===== src/rbei_pkg.sv =====
// Shared types, constants and arithmetic helpers of the rigid body integrator.
package rbei_pkg;

	localparam int FRACTION_BITS_DEF = 16;
	localparam int MUL_W = 33;
	localparam int PROD_W = 64;
	localparam int SD_NUM_W = 64;
	localparam int SD_DEN_W = 32;
	localparam int CORDIC_STEPS = 15;
	localparam int MOP_COUNT = 15;
	localparam logic signed [31:0] CORDIC_GAIN = 32'sd163008219;
	localparam logic signed [15:0] Q14_ONE = 16'sd16384;

	typedef enum logic [1:0] {
		CMD_PUSH,
		CMD_DRAG,
		CMD_TURN,
		CMD_UPDATE
	} cmd_t;

	typedef enum logic {
		SD_SQRT,
		SD_DIV
	} sd_mode_t;

	// operand sources of the rotation matrix sequence
	typedef enum logic [3:0] {
		SRC_SP, SRC_CP, SRC_SY, SRC_CY, SRC_SR, SRC_CR, SRC_M0, SRC_M1, SRC_ONE
	} src_t;

	typedef enum logic [3:0] {
		DST_R00, DST_R01, DST_R02, DST_R10, DST_R11, DST_R12, DST_R20, DST_R21, DST_R22,
		DST_M0, DST_M1
	} dst_t;

	typedef struct packed {
		src_t src_a;
		src_t src_b;
		logic shl;
		logic neg;
		logic first;
		logic last;
		dst_t dst;
	} mop_t;

	typedef struct packed {
		cmd_t               cmd;
		logic signed [31:0] force_x;
		logic signed [31:0] force_y;
		logic signed [31:0] force_z;
		logic [30:0]        drag_coefficient;
		logic signed [15:0] turn_pitch;
		logic signed [15:0] turn_yaw;
		logic signed [15:0] turn_roll;
		logic [16:0]        time_step;
	} item_t;

	typedef struct packed {
		logic signed [31:0] pos_x;
		logic signed [31:0] pos_y;
		logic signed [31:0] pos_z;
		logic signed [15:0] rot_00;
		logic signed [15:0] rot_01;
		logic signed [15:0] rot_02;
		logic signed [15:0] rot_10;
		logic signed [15:0] rot_11;
		logic signed [15:0] rot_12;
		logic signed [15:0] rot_20;
		logic signed [15:0] rot_21;
		logic signed [15:0] rot_22;
	} result_t;

	function automatic logic [13:0] atan_unit(input logic [3:0] i);
		logic [13:0] r;
		case (i)
			4'd0:    r = 14'd8192;
			4'd1:    r = 14'd4836;
			4'd2:    r = 14'd2555;
			4'd3:    r = 14'd1297;
			4'd4:    r = 14'd651;
			4'd5:    r = 14'd326;
			4'd6:    r = 14'd163;
			4'd7:    r = 14'd81;
			4'd8:    r = 14'd41;
			4'd9:    r = 14'd20;
			4'd10:   r = 14'd10;
			4'd11:   r = 14'd5;
			4'd12:   r = 14'd3;
			4'd13:   r = 14'd1;
			4'd14:   r = 14'd1;
			default: r = 14'd0;
		endcase
		return r;
	endfunction

	// each step: acc = (first ? 0 : acc) +- (a * b) << (shl ? 14 : 0)
	function automatic mop_t mop_rom(input logic [3:0] idx);
		mop_t m;
		case (idx)
			4'd0:    m = '{SRC_SP, SRC_SR, 1'b0, 1'b0, 1'b1, 1'b1, DST_M0};
			4'd1:    m = '{SRC_SP, SRC_CR, 1'b0, 1'b0, 1'b1, 1'b1, DST_M1};
			4'd2:    m = '{SRC_CY, SRC_CR, 1'b1, 1'b0, 1'b1, 1'b0, DST_R00};
			4'd3:    m = '{SRC_SY, SRC_M0, 1'b0, 1'b0, 1'b0, 1'b1, DST_R00};
			4'd4:    m = '{SRC_CY, SRC_SR, 1'b1, 1'b1, 1'b1, 1'b0, DST_R01};
			4'd5:    m = '{SRC_SY, SRC_M1, 1'b0, 1'b0, 1'b0, 1'b1, DST_R01};
			4'd6:    m = '{SRC_SY, SRC_CP, 1'b1, 1'b0, 1'b1, 1'b1, DST_R02};
			4'd7:    m = '{SRC_SR, SRC_CP, 1'b1, 1'b0, 1'b1, 1'b1, DST_R10};
			4'd8:    m = '{SRC_CR, SRC_CP, 1'b1, 1'b0, 1'b1, 1'b1, DST_R11};
			4'd9:    m = '{SRC_SP, SRC_ONE, 1'b1, 1'b1, 1'b1, 1'b1, DST_R12};
			4'd10:   m = '{SRC_SY, SRC_CR, 1'b1, 1'b1, 1'b1, 1'b0, DST_R20};
			4'd11:   m = '{SRC_CY, SRC_M0, 1'b0, 1'b0, 1'b0, 1'b1, DST_R20};
			4'd12:   m = '{SRC_SR, SRC_SY, 1'b1, 1'b0, 1'b1, 1'b0, DST_R21};
			4'd13:   m = '{SRC_CY, SRC_M1, 1'b0, 1'b0, 1'b0, 1'b1, DST_R21};
			4'd14:   m = '{SRC_CY, SRC_CP, 1'b1, 1'b0, 1'b1, 1'b1, DST_R22};
			default: m = '{SRC_ONE, SRC_ONE, 1'b0, 1'b0, 1'b1, 1'b0, DST_R22};
		endcase
		return m;
	endfunction

	function automatic logic signed [31:0] sat32(input logic signed [65:0] x);
		if (x > 66'sd2147483647)
			return 32'sh7FFFFFFF;
		if (x < -66'sd2147483648)
			return 32'sh80000000;
		return x[31:0];
	endfunction

	function automatic logic signed [31:0] clamp_ms(input logic signed [32:0] x,
			input logic [30:0] ms);
		logic signed [32:0] hi;
		logic signed [32:0] lo;
		hi = $signed({2'b00, ms});
		lo = -hi;
		if (x > hi)
			return hi[31:0];
		if (x < lo)
			return lo[31:0];
		return x[31:0];
	endfunction

	// Q2.28 to Q1.14, round to nearest, clamp, optional sign flip
	function automatic logic signed [15:0] cordic_round(input logic signed [31:0] v,
			input logic neg);
		logic signed [32:0] t;
		logic signed [15:0] r;
		t = (33'(v) + 33'sd8192) >>> 14;
		if (t > 33'sd16384)
			r = Q14_ONE;
		else if (t < -33'sd16384)
			r = -Q14_ONE;
		else
			r = t[15:0];
		return neg ? -r : r;
	endfunction

	// Q3.42 to Q1.14, round half up, clamp
	function automatic logic signed [15:0] q42_to_q14(input logic signed [47:0] v);
		logic signed [47:0] t;
		t = (v + 48'sd134217728) >>> 28;
		if (t > 48'sd16384)
			return Q14_ONE;
		if (t < -48'sd16384)
			return -Q14_ONE;
		return t[15:0];
	endfunction

endpackage


===== src/rbei_mul.sv =====
// Bit-serial signed multiplier: one bit of the second operand per cycle.
module rbei_mul (
	input  logic                                  clk,
	input  logic                                  arst_n,
	input  logic                                  start,
	input  logic signed [rbei_pkg::MUL_W-1:0]     a,
	input  logic signed [rbei_pkg::MUL_W-1:0]     b,
	output logic                                  done,
	output logic signed [rbei_pkg::PROD_W-1:0]    prod
);
	import rbei_pkg::*;

	localparam int CNT_W = $clog2(MUL_W + 1);

	logic [MUL_W-1:0]   mag_a_q;
	logic [2*MUL_W-1:0] acc_q;
	logic               neg_q;
	logic [CNT_W-1:0]   cnt_q;
	logic               busy_q;
	logic               done_q;
	logic [MUL_W:0]     part;
	logic [PROD_W-1:0]  mag_prod;

	always_comb begin
		part = {1'b0, acc_q[2*MUL_W-1:MUL_W]} + (acc_q[0] ? {1'b0, mag_a_q} : '0);
		mag_prod = acc_q[PROD_W-1:0];
	end

	assign prod = neg_q ? -$signed(mag_prod) : $signed(mag_prod);
	assign done = done_q;

	always_ff @(posedge clk or negedge arst_n) begin
		if (!arst_n) begin
			busy_q <= 1'b0;
			done_q <= 1'b0;
			cnt_q <= '0;
			mag_a_q <= '0;
			acc_q <= '0;
			neg_q <= 1'b0;
		end else begin
			done_q <= 1'b0;
			if (start) begin
				mag_a_q <= a[MUL_W-1] ? MUL_W'(-a) : MUL_W'(a);
				acc_q <= {{MUL_W{1'b0}}, (b[MUL_W-1] ? MUL_W'(-b) : MUL_W'(b))};
				neg_q <= a[MUL_W-1] ^ b[MUL_W-1];
				cnt_q <= CNT_W'(MUL_W);
				busy_q <= 1'b1;
			end else if (busy_q) begin
				acc_q <= {part, acc_q[MUL_W-1:1]};
				cnt_q <= cnt_q - 1'b1;
				if (cnt_q == CNT_W'(1)) begin
					busy_q <= 1'b0;
					done_q <= 1'b1;
				end
			end
		end
	end

endmodule


===== config.mk =====
export PLATFORM = sky130hd
export DESIGN_NAME = rbei_mul
export DESIGN_NICKNAME = d
export VERILOG_FILES = /design/src/rbei_pkg.sv /design/src/rbei_mul.sv
export SDC_FILE = /design/constraint.sdc
export NUM_CORES = 1
export LEC_CHECK = 0
export ABC_CLOCK_PERIOD_IN_PS = 6400
export BUFFER_PORTS_ARGS = -buffer_cell sky130_fd_sc_hd__buf_2
export CAP_MARGIN = 25
export CORE_MARGIN = 2
export CORE_UTILIZATION = 45
export CTS_CLUSTER_DIAMETER = 200
export CTS_CLUSTER_SIZE = 30
export DETAILED_ROUTE_END_ITERATION = 10
export GPL_TIMING_DRIVEN = 0
export PLACE_DENSITY = 0.71
export SETUP_SLACK_MARGIN = 0.5
export SLEW_MARGIN = 20
export SYNTH_ARGS = -nofsm -noshare
export SYNTH_HDL_FRONTEND = slang
export SYNTH_SLANG_ARGS = --single-unit

===== constraint.sdc =====
create_clock -name clk -period 6.4 [get_ports clk]
set_input_delay 0.96 -clock clk [delete_from_list [all_inputs] [get_ports clk]]
set_output_delay 0.96 -clock clk [all_outputs]
set_load 0.02 [all_outputs]

==> run summary <==
Slew Viols, Final: 0
Die Wd: 145 microns
GRT Resource Usage Total: 0.261
Worst Skew: 0.0117 ns
pre-CTS setup slack: 0.883 ns
Max IR drop VDD: 0.150 mV
vias per cell: 5.71
Crit-path slowest cell: or4_1
RePlAce Congestion: 0.945
first-pass GRT wire length: 42,300 microns
detailed-route via count: 8,377
Routed Antenna Nets: 0
Post-CTS Resized: 1
GRT overflow: 0
Core ar.: 19,400 sq um
hpwl dp: 20,400 microns
area of the mapped netlist: 8890 sq um
Hold Buf Count CTS: 0
Worst-Skew Late Latency: 0.36 ns
critical path class: register to primary output
H-tree depth: 3
Power Density: 356 nW/um^2
EDFF count, synth: 0
Worst EP arrival: 4.76 ns
Netlist cell types: 58
Worst path most repeated cell: or4_1
drt initial violations: 618
CP Data Required Time: 5.44 ns
post-route core utilization: 0.527
Die Y: 145 microns
Synth Net Count: 1,161
CTS Root Cell: clkbuf_16
endpoints failing hold: 0
Clock Tree Buf Depth: 2
ratio of cells with drive above 1 in the final layout: 0.153
Worst-Margin Slew: 0.998 ns
commonest cells after routing, fill and taps aside: 132 x buf_2, 108 x xnor2_1, 108 x dfrtp_1, 102 x nand2_1, 93 x o21ai_0
postcts setup bufs: 0
# DRC: 0
nets: 1,306
Max Cap Viol: 0
DR WL/cell: 18.0 microns
Slew HR: 0.335
setup ws final: 0.684 ns
Finished Cell Area: 10,200 sq um
Placed Area: 9920 sq um
share of synthesized registers carrying an async set or reset: 1.00
CP endpoint kind: primary output
Routed WL: 26,400 microns
die area: 20,900 sq um
CP Buf/Inv Count: 1
clk sinks: 108
Buffers on Ports: 133
Synth Warn #: 0
Tot Pwr: 3.65 mW
commonest non-fill, non-tap cell in the layout: buf_2
flops & latches, synth: 108
initial core utilization: 0.458
HP Class: register to register
Core Rows: 51
mean post-synth cell area: 8.44 sq um
Final min period: 5.72 ns
Total Negative Setup Slacks: 0 ns
area added between synthesis and finish: 15.0%
final setup violation count: 0
vias in the first global route: 8,026
first-pass iteration count of the detailed router: 5
CTS tree: built
initial antenna violation count: 0
outcome: finished clean
leakage: 4.54 nW
Final period util: 0.893
critical path peak fanout: 5
f_max: 0.175 GHz
maximum number of pins on one net before global-route repair: 57
IO Pins: 134
sequential area share after synthesis: 0.304
RSZ-0062 raised after global routing: false
Critical Path Start Type: register
Worst path top cell family by delay: simple AND/OR/NAND/NOR gates
CTS Buf Count: 9
Reg clk slew, reported paths: 0.07 ns
Post-synth top flop: dfrtp_1
worst-path cell chain: or4_4, or3_2, or3_1, nor4_4, nand4_1, or4_1, or4_1, o41ai_1, xnor2_1, buf_2
Mapped Cells: 1,053
total inserted antenna cells: 0
Worst path max stage delay: 0.66 ns
registers in the layout (all words and copies together) (netlist names):
signal and cells:
acc_q 66, neg_q 1, done 1, mag_a_q 33
cnt_q 6, busy_q 1
metal layers:
metal	vias to the layer above	global-route usage	routed length, microns
li1	4052	-	-
met1	4026	0.360	12100
met2	256	0.426	12200
met3	43	0.0291	1400
met4	0	0.0899	732
met5	-	0	0
worst paths after layout:
kind                            startpoint        end  slack, ns  depth (start not counted)
worst max-delay path              acc_q[6]   prod[58]       0.68                         10
worst min-delay path             acc_q[64]  acc_q[64]       0.50                          2
worst max register to register    acc_q[0]  acc_q[64]       2.14                         14
worst min register to register   acc_q[64]  acc_q[64]       0.50                          2
max in group asynchronous           arst_n  acc_q[15]       5.16                          2
min in group asynchronous           arst_n  acc_q[21]       0.57                          1
cells by family (layout without fill, tap and decap cells):
kind of cell,Yosys count,in the layout,share of synthesized area
muxes,55,55,0.0629
adders and majority gates,39,39,0.0557
and+or+nand+nor,349,349,0.201
AOI/OAI and AO/OA,273,273,0.190
xor gates and xnor gates,156,156,0.154
DFF,108,108,0.304
buffers and inverters,73,223,0.0329
synthesized netlist by cell type, types with 23 or more instances:
| cell type | n | share of area |
|---|---|---|
| o21ai_0 | 93 | 0.052 |
| xor2_1 | 48 | 0.047 |
| and2_1 | 35 | 0.025 |
| nor2_1 | 83 | 0.035 |
| mux2i_1 | 48 | 0.054 |
| xnor2_1 | 108 | 0.11 |
| ha_1 | 38 | 0.053 |
| clkbuf_1 | 34 | 0.014 |
| nand2_1 | 102 | 0.043 |
| o31ai_1 | 42 | 0.035 |
| inv_1 | 23 | 0.0097 |
| a21oi_1 | 64 | 0.036 |
| dfrtp_1 | 108 | 0.30 |
per-stage QoR:
step	hold slack [ns]	std cells
global route	0.523	1468
detailed placement	0.481	1452
global placement	0.469	1451
CTS	0.497	1468
finish	0.497	1468
floorplan	0.456	1053
report_power, final:
| part | switching, mW | internal [mW] | leakage, nW |
|---|---|---|---|
| Combinational | 1.15 | 0.796 | 3.08 |
| Clock | 0.263 | 0.327 | 0.144 |
| Sequential | 0.254 | 0.855 | 1.32 |
| Total | 1.67 | 1.98 | 4.54 |
area by class of cell:
type / instances / area (sq um)
clock buffer: 15 / 268
clock inverter: 1 / 30.0
fill: 1905 / 9170
sequential: 108 / 2700
multi-input combinational: 872 / 5910
timing repair buffer: 134 / 699
buffer: 50 / 206
tap: 265 / 332
inverter: 23 / 86.3
worst min-delay path, cell delays in order, from the launching register on:
cell,delay [ns]
dfrtp_1,0.35
nand2_1,0.05
o21ai_0,0.06
(Power assumes the default switching activity.)
