**src/rbei_pkg.sv**
```systemverilog
// Shared types, constants and arithmetic helpers of the rigid body integrator.
package rbei_pkg;

	localparam int FRACTION_BITS_DEF = 16;
	localparam int MUL_W = 33;
	localparam int PROD_W = 64;
	localparam int SD_NUM_W = 64;
	localparam int SD_DEN_W = 32;
	localparam int CORDIC_STEPS = 15;
	localparam int MOP_COUNT = 15;
	localparam logic signed [31:0] CORDIC_GAIN = 32'sd163008219;
	localparam logic signed [15:0] Q14_ONE = 16'sd16384;

	typedef enum logic [1:0] {
		CMD_PUSH,
		CMD_DRAG,
		CMD_TURN,
		CMD_UPDATE
	} cmd_t;

	typedef enum logic {
		SD_SQRT,
		SD_DIV
	} sd_mode_t;

	// operand sources of the rotation matrix sequence
	typedef enum logic [3:0] {
		SRC_SP, SRC_CP, SRC_SY, SRC_CY, SRC_SR, SRC_CR, SRC_M0, SRC_M1, SRC_ONE
	} src_t;

	typedef enum logic [3:0] {
		DST_R00, DST_R01, DST_R02, DST_R10, DST_R11, DST_R12, DST_R20, DST_R21, DST_R22,
		DST_M0, DST_M1
	} dst_t;

	typedef struct packed {
		src_t src_a;
		src_t src_b;
		logic shl;
		logic neg;
		logic first;
		logic last;
		dst_t dst;
	} mop_t;

	typedef struct packed {
		cmd_t               cmd;
		logic signed [31:0] force_x;
		logic signed [31:0] force_y;
		logic signed [31:0] force_z;
		logic [30:0]        drag_coefficient;
		logic signed [15:0] turn_pitch;
		logic signed [15:0] turn_yaw;
		logic signed [15:0] turn_roll;
		logic [16:0]        time_step;
	} item_t;

	typedef struct packed {
		logic signed [31:0] pos_x;
		logic signed [31:0] pos_y;
		logic signed [31:0] pos_z;
		logic signed [15:0] rot_00;
		logic signed [15:0] rot_01;
		logic signed [15:0] rot_02;
		logic signed [15:0] rot_10;
		logic signed [15:0] rot_11;
		logic signed [15:0] rot_12;
		logic signed [15:0] rot_20;
		logic signed [15:0] rot_21;
		logic signed [15:0] rot_22;
	} result_t;

	function automatic logic [13:0] atan_unit(input logic [3:0] i);
		logic [13:0] r;
		case (i)
			4'd0:    r = 14'd8192;
			4'd1:    r = 14'd4836;
			4'd2:    r = 14'd2555;
			4'd3:    r = 14'd1297;
			4'd4:    r = 14'd651;
			4'd5:    r = 14'd326;
			4'd6:    r = 14'd163;
			4'd7:    r = 14'd81;
			4'd8:    r = 14'd41;
			4'd9:    r = 14'd20;
			4'd10:   r = 14'd10;
			4'd11:   r = 14'd5;
			4'd12:   r = 14'd3;
			4'd13:   r = 14'd1;
			4'd14:   r = 14'd1;
			default: r = 14'd0;
		endcase
		return r;
	endfunction

	// each step: acc = (first ? 0 : acc) +- (a * b) << (shl ? 14 : 0)
	function automatic mop_t mop_rom(input logic [3:0] idx);
		mop_t m;
		case (idx)
			4'd0:    m = '{SRC_SP, SRC_SR, 1'b0, 1'b0, 1'b1, 1'b1, DST_M0};
			4'd1:    m = '{SRC_SP, SRC_CR, 1'b0, 1'b0, 1'b1, 1'b1, DST_M1};
			4'd2:    m = '{SRC_CY, SRC_CR, 1'b1, 1'b0, 1'b1, 1'b0, DST_R00};
			4'd3:    m = '{SRC_SY, SRC_M0, 1'b0, 1'b0, 1'b0, 1'b1, DST_R00};
			4'd4:    m = '{SRC_CY, SRC_SR, 1'b1, 1'b1, 1'b1, 1'b0, DST_R01};
			4'd5:    m = '{SRC_SY, SRC_M1, 1'b0, 1'b0, 1'b0, 1'b1, DST_R01};
			4'd6:    m = '{SRC_SY, SRC_CP, 1'b1, 1'b0, 1'b1, 1'b1, DST_R02};
			4'd7:    m = '{SRC_SR, SRC_CP, 1'b1, 1'b0, 1'b1, 1'b1, DST_R10};
			4'd8:    m = '{SRC_CR, SRC_CP, 1'b1, 1'b0, 1'b1, 1'b1, DST_R11};
			4'd9:    m = '{SRC_SP, SRC_ONE, 1'b1, 1'b1, 1'b1, 1'b1, DST_R12};
			4'd10:   m = '{SRC_SY, SRC_CR, 1'b1, 1'b1, 1'b1, 1'b0, DST_R20};
			4'd11:   m = '{SRC_CY, SRC_M0, 1'b0, 1'b0, 1'b0, 1'b1, DST_R20};
			4'd12:   m = '{SRC_SR, SRC_SY, 1'b1, 1'b0, 1'b1, 1'b0, DST_R21};
			4'd13:   m = '{SRC_CY, SRC_M1, 1'b0, 1'b0, 1'b0, 1'b1, DST_R21};
			4'd14:   m = '{SRC_CY, SRC_CP, 1'b1, 1'b0, 1'b1, 1'b1, DST_R22};
			default: m = '{SRC_ONE, SRC_ONE, 1'b0, 1'b0, 1'b1, 1'b0, DST_R22};
		endcase
		return m;
	endfunction

	function automatic logic signed [31:0] sat32(input logic signed [65:0] x);
		if (x > 66'sd2147483647)
			return 32'sh7FFFFFFF;
		if (x < -66'sd2147483648)
			return 32'sh80000000;
		return x[31:0];
	endfunction

	function automatic logic signed [31:0] clamp_ms(input logic signed [32:0] x,
			input logic [30:0] ms);
		logic signed [32:0] hi;
		logic signed [32:0] lo;
		hi = $signed({2'b00, ms});
		lo = -hi;
		if (x > hi)
			return hi[31:0];
		if (x < lo)
			return lo[31:0];
		return x[31:0];
	endfunction

	// Q2.28 to Q1.14, round to nearest, clamp, optional sign flip
	function automatic logic signed [15:0] cordic_round(input logic signed [31:0] v,
			input logic neg);
		logic signed [32:0] t;
		logic signed [15:0] r;
		t = (33'(v) + 33'sd8192) >>> 14;
		if (t > 33'sd16384)
			r = Q14_ONE;
		else if (t < -33'sd16384)
			r = -Q14_ONE;
		else
			r = t[15:0];
		return neg ? -r : r;
	endfunction

	// Q3.42 to Q1.14, round half up, clamp
	function automatic logic signed [15:0] q42_to_q14(input logic signed [47:0] v);
		logic signed [47:0] t;
		t = (v + 48'sd134217728) >>> 28;
		if (t > 48'sd16384)
			return Q14_ONE;
		if (t < -48'sd16384)
			return -Q14_ONE;
		return t[15:0];
	endfunction

endpackage

```
**src/rbei_sqdiv.sv**
```systemverilog
// Shared digit-recurrence unit: integer square root or unsigned division, one digit a cycle.
module rbei_sqdiv (
	input  logic                              clk,
	input  logic                              arst_n,
	input  logic                              start,
	input  rbei_pkg::sd_mode_t                mode,
	input  logic [rbei_pkg::SD_NUM_W-1:0]     num,
	input  logic [rbei_pkg::SD_DEN_W-1:0]     den,
	output logic                              done,
	output logic [rbei_pkg::SD_NUM_W-1:0]     quot
);
	import rbei_pkg::*;

	localparam int REM_W = SD_DEN_W + 4;
	localparam int CNT_W = $clog2(SD_NUM_W + 1);

	sd_mode_t            mode_q;
	logic [SD_NUM_W-1:0] num_q;
	logic [SD_DEN_W-1:0] den_q;
	logic [REM_W-1:0]    rem_q;
	logic [SD_NUM_W-1:0] quot_q;
	logic [CNT_W-1:0]    cnt_q;
	logic                busy_q;
	logic                done_q;
	logic [REM_W-1:0]    rem_sh;
	logic [REM_W-1:0]    trial;
	logic                fits;

	always_comb begin
		if (mode_q == SD_SQRT) begin
			rem_sh = {rem_q[REM_W-3:0], num_q[SD_NUM_W-1 -: 2]};
			trial = {quot_q[REM_W-3:0], 2'b01};
		end else begin
			rem_sh = {rem_q[REM_W-2:0], num_q[SD_NUM_W-1]};
			trial = {4'b0000, den_q};
		end
		fits = rem_sh >= trial;
	end

	assign done = done_q;
	assign quot = quot_q;

	always_ff @(posedge clk or negedge arst_n) begin
		if (!arst_n) begin
			busy_q <= 1'b0;
			done_q <= 1'b0;
			cnt_q <= '0;
			mode_q <= SD_SQRT;
			num_q <= '0;
			den_q <= '0;
			rem_q <= '0;
			quot_q <= '0;
		end else begin
			done_q <= 1'b0;
			if (start) begin
				mode_q <= mode;
				num_q <= num;
				den_q <= den;
				rem_q <= '0;
				quot_q <= '0;
				cnt_q <= (mode == SD_SQRT) ? CNT_W'(SD_NUM_W / 2) : CNT_W'(SD_NUM_W);
				busy_q <= 1'b1;
			end else if (busy_q) begin
				rem_q <= fits ? rem_sh - trial : rem_sh;
				quot_q <= {quot_q[SD_NUM_W-2:0], fits};
				num_q <= (mode_q == SD_SQRT) ? num_q << 2 : num_q << 1;
				cnt_q <= cnt_q - 1'b1;
				if (cnt_q == CNT_W'(1)) begin
					busy_q <= 1'b0;
					done_q <= 1'b1;
				end
			end
		end
	end

endmodule

```
**config.mk**
```make
export PLATFORM = sky130hd
export DESIGN_NAME = rbei_sqdiv
export DESIGN_NICKNAME = d
export VERILOG_FILES = /design/src/rbei_pkg.sv /design/src/rbei_sqdiv.sv
export SDC_FILE = /design/constraint.sdc
export NUM_CORES = 1
export LEC_CHECK = 0
export BUFFER_PORTS_ARGS = -buffer_cell sky130_fd_sc_hd__buf_2
export CAP_MARGIN = 25
export CORE_MARGIN = 4
export CORE_UTILIZATION = 25
export CTS_CLUSTER_SIZE = 10
export DETAILED_ROUTE_END_ITERATION = 6
export SLEW_MARGIN = 20
export SYNTH_ARGS = -nofsm -noshare
export SYNTH_HDL_FRONTEND = slang
export SYNTH_SLANG_ARGS = --single-unit
export TNS_END_PERCENT = 100
```
**constraint.sdc**
```tcl
create_clock -name clk -period 6.55 [get_ports clk]
set_input_delay 0.9825 -clock clk [delete_from_list [all_inputs] [get_ports clk]]
set_output_delay 0.9825 -clock clk [all_outputs]
set_load 0.01 [all_outputs]
```
==> impl_metrics.env <==
export IMPL_yosys_top_cells_area="dfrtp_1, mux2i_1, nand2_1"
export IMPL_clockRootBuffer="clkbuf_16"
export IMPL_cts_inserted_buffers=28
export IMPL_drc=0
export IMPL_antenna_found_initial=5
export IMPL_run_status="completed"
export IMPL_cts_sinks=205
export IMPL_synth_distinct_cells=64
export IMPL_drt_wl_total_um=31500
export IMPL_clk_pin_slew_ns=0.05
export IMPL_die_x_um=230
export IMPL_drive_above_1_share_pct=22.6
export IMPL_cellLeakagePower_uw=0.00726
export IMPL_critical_path_top_delay_family="simple AND/OR/NAND/NOR gates"
export IMPL_start_kind="flip-flop"
export IMPL_vias=9752
export IMPL_grtUsageTotal_pct=11.7
export IMPL_synth_top_flop_cell="dfrtp_1"
export IMPL_cts_setup_buffers=0
export IMPL_crit_fanout=50
export IMPL_clockBufferDepth=3
export IMPL_hold_path_class="input port to asynchronous set/reset pin"
export IMPL_cp_end_kind="flip-flop"
export IMPL_finClkSkew_ns=0.0163
export IMPL_grt_max_degree=140
export IMPL_numPortBuffers=164
export IMPL_synth_most_common_cell="dfrtp_1"
export IMPL_ios=165
export IMPL_first_pass_iters=5
export IMPL_cp_data_arrival_time_ns=4.47
export IMPL_core_region_area_mm2=0.0488
export IMPL_clock_fmax_mhz=249
export IMPL_synthToLayoutAreaGrowth_pct=18.5
export IMPL_hold_buffers=0
export IMPL_multi_input_area_mm2=0.00674
export IMPL_grt_pass1_vias=9827
export IMPL_cap_violations=0
export IMPL_post_cts_resize_count=0
export IMPL_clk_latency_ns=0.56
export IMPL_worstMarginPinSlew_ns=0.877
export IMPL_wl_per_cell_um=15.0
export IMPL_slowest_stage="dfrtp_4"
export IMPL_ys_seq_area_share_pct=41.6
export IMPL_vias_per_cell=4.65
export IMPL_fp_dieH_um=230
export IMPL_drt_iter0_drc=656
export IMPL_syn_nets=1445
export IMPL_grt_pass1_wl_um=52500
export IMPL_final_area_mm2=0.0146
export IMPL_dieArea_mm2=0.0530
export IMPL_placed_area_mm2=0.0137
export IMPL_setup_tns_ns=0
export IMPL_syn_area_per_cell_um2=9.44
export IMPL_relSlewSlack_pct=41.5
export IMPL_rsz0062_at_grt="false"
export IMPL_power_uw=5300
export IMPL_hold_viol=0
export IMPL_post_route_period_util_pct=61.3
export IMPL_finalMaxSlewViolations=0
export IMPL_ant_nets=0
export IMPL_synth_edf_count=0
export IMPL_synth_top_area_share_pct=41.6
export IMPL_setup_viol=0
export IMPL_rows=81
export IMPL_initial_core_util_pct=25.2
export IMPL_path_class="flip-flop to flip-flop"
export IMPL_synth_common_cells="dfrtp_1, nand2_1, mux2i_1, o21ai_0, nor2_1"
export IMPL_ir_worst_vdd_v=0.000290
export IMPL_gr_total_overflow=0
export IMPL_place_congestion=0.814
export IMPL_yosysWarnings=0
export IMPL_cp_required_ns=7.01
export IMPL_synth_async_reset_ratio_pct=100
export IMPL_fin_nets=1553
export IMPL_h_tree_depth=1
export IMPL_critPathMaxStageDelay_ns=0.65
export IMPL_n_fill_cell=5206
export IMPL_syn_area_mm2=0.0123
export IMPL_rrSetupSlack_ns=2.54
export IMPL_synth_seq_cells=205
export IMPL_path_cells="buf_16 > mux2_2 > ha_1 > nand4_1 > nor4_2 > a21oi_1 > nand2_1 > a211o_2 > and2_1 > buf_4 > nand3b_1 > a311oi_1"
export IMPL_power_density_mw_per_mm2=363
export IMPL_period_minus_slack_ns=4.01
export IMPL_synth_area_leader_cell="dfrtp_1"
export IMPL_worst_path_buf_inv=2
export IMPL_cts_tree="yes"
export IMPL_synth_cells=1306
export IMPL_ff_latch_area_mm2=0.00514
export IMPL_hpwl_um=21500
worst paths after layout:
path	start	endpoint	cells past startpoint
max	mode_q	rem_q[20]	12
min	arst_n	den_q[22]	1
max reg2reg	mode_q	rem_q[20]	12
min reg2reg	den_q[10]	den_q[10]	1
max in group asynchronous	arst_n	busy_q	2
min in group clk	den_q[10]	den_q[10]	1
logic make-up after synthesis:
| group | share of synthesized area, % |
|---|---|
| flip-flops | 41.6 |
| buffers and inverters | 3.78 |
| AO/OA/AOI/OAI | 14.7 |
| adder cells (fa/ha/maj) | 4.02 |
| XOR/XNOR | 2.20 |
| AND/OR/NAND/NOR | 14.8 |
| multiplexers | 18.9 |
worst reg2reg max path: stages, from the launching register on:
cell and delay [ns]:
dfrtp_4 0.65, buf_16 0.33, mux2_2 0.44, ha_1 0.44, nand4_1 0.24, nor4_2 0.39
a21oi_1 0.12, nand2_1 0.09, a211o_2 0.14, and2_1 0.30, buf_4 0.38, nand3b_1 0.14
a311oi_1 0.27
through the flow:
stage	setup slack (ns)	hold WS (ns)	utilization, %	cells
final	2.54	0.372	29.9	2098
after global routing	2.25	0.419	29.9	2098
after CTS	2.21	0.391	29.9	2096
after detailed placement	2.24	0.491	28.1	2047
after global placement	2.34	0.485	28.0	2046
after floorplan	2.68	0.472	-	1306
where the power goes:
part           internal, uW  switching (uW)
combinational           930            1330
clock                   885             574
sequential             1440             138
registers in the layout (all words and copies together), names as in the netlist:
| signal | cells |
|---|---|
| rem_q | 35 |
| done | 1 |
| quot | 64 |
| cnt_q | 7 |
| num_q | 64 |
| den_q | 32 |
| busy_q | 1 |
| mode_q | 1 |
layout make-up:
cell class | count | share of cell area [%]
Inverter | 11 | 0.283
Clock buffer | 40 | 5.52
Antenna cell | 1 | 0.0171
Multi-Input combinational cell | 993 | 46.1
Timing Repair Buffer | 175 | 6.75
Clock inverter | 9 | 0.497
Tap cell | 664 | 5.68
Sequential cell | 205 | 35.2
cell usage in the layout, fill, tap and decap left out, drive strengths merged, types with 13 or more instances in the layout:
master  count
a21oi      46
a311oi     23
buf       174
clkbuf     41
dfrtp     205
ha         38
mux2       65
mux2i     160
nand2     215
nand3      13
nand4      17
nor2      110
o21ai     156
xnor2      19
layer usage:
layer / GRT usage [%] / vias to the layer above / share of wire [%]
li1: - / 4831 / -
met1: 15.5 / 4659 / 46
met2: 19.3 / 200 / 46
met3: 2.73 / 56 / 5.2
met4: 3.31 / 6 / 2.5
met5: 0 / - / 0.11
(Power assumes the default switching activity.)
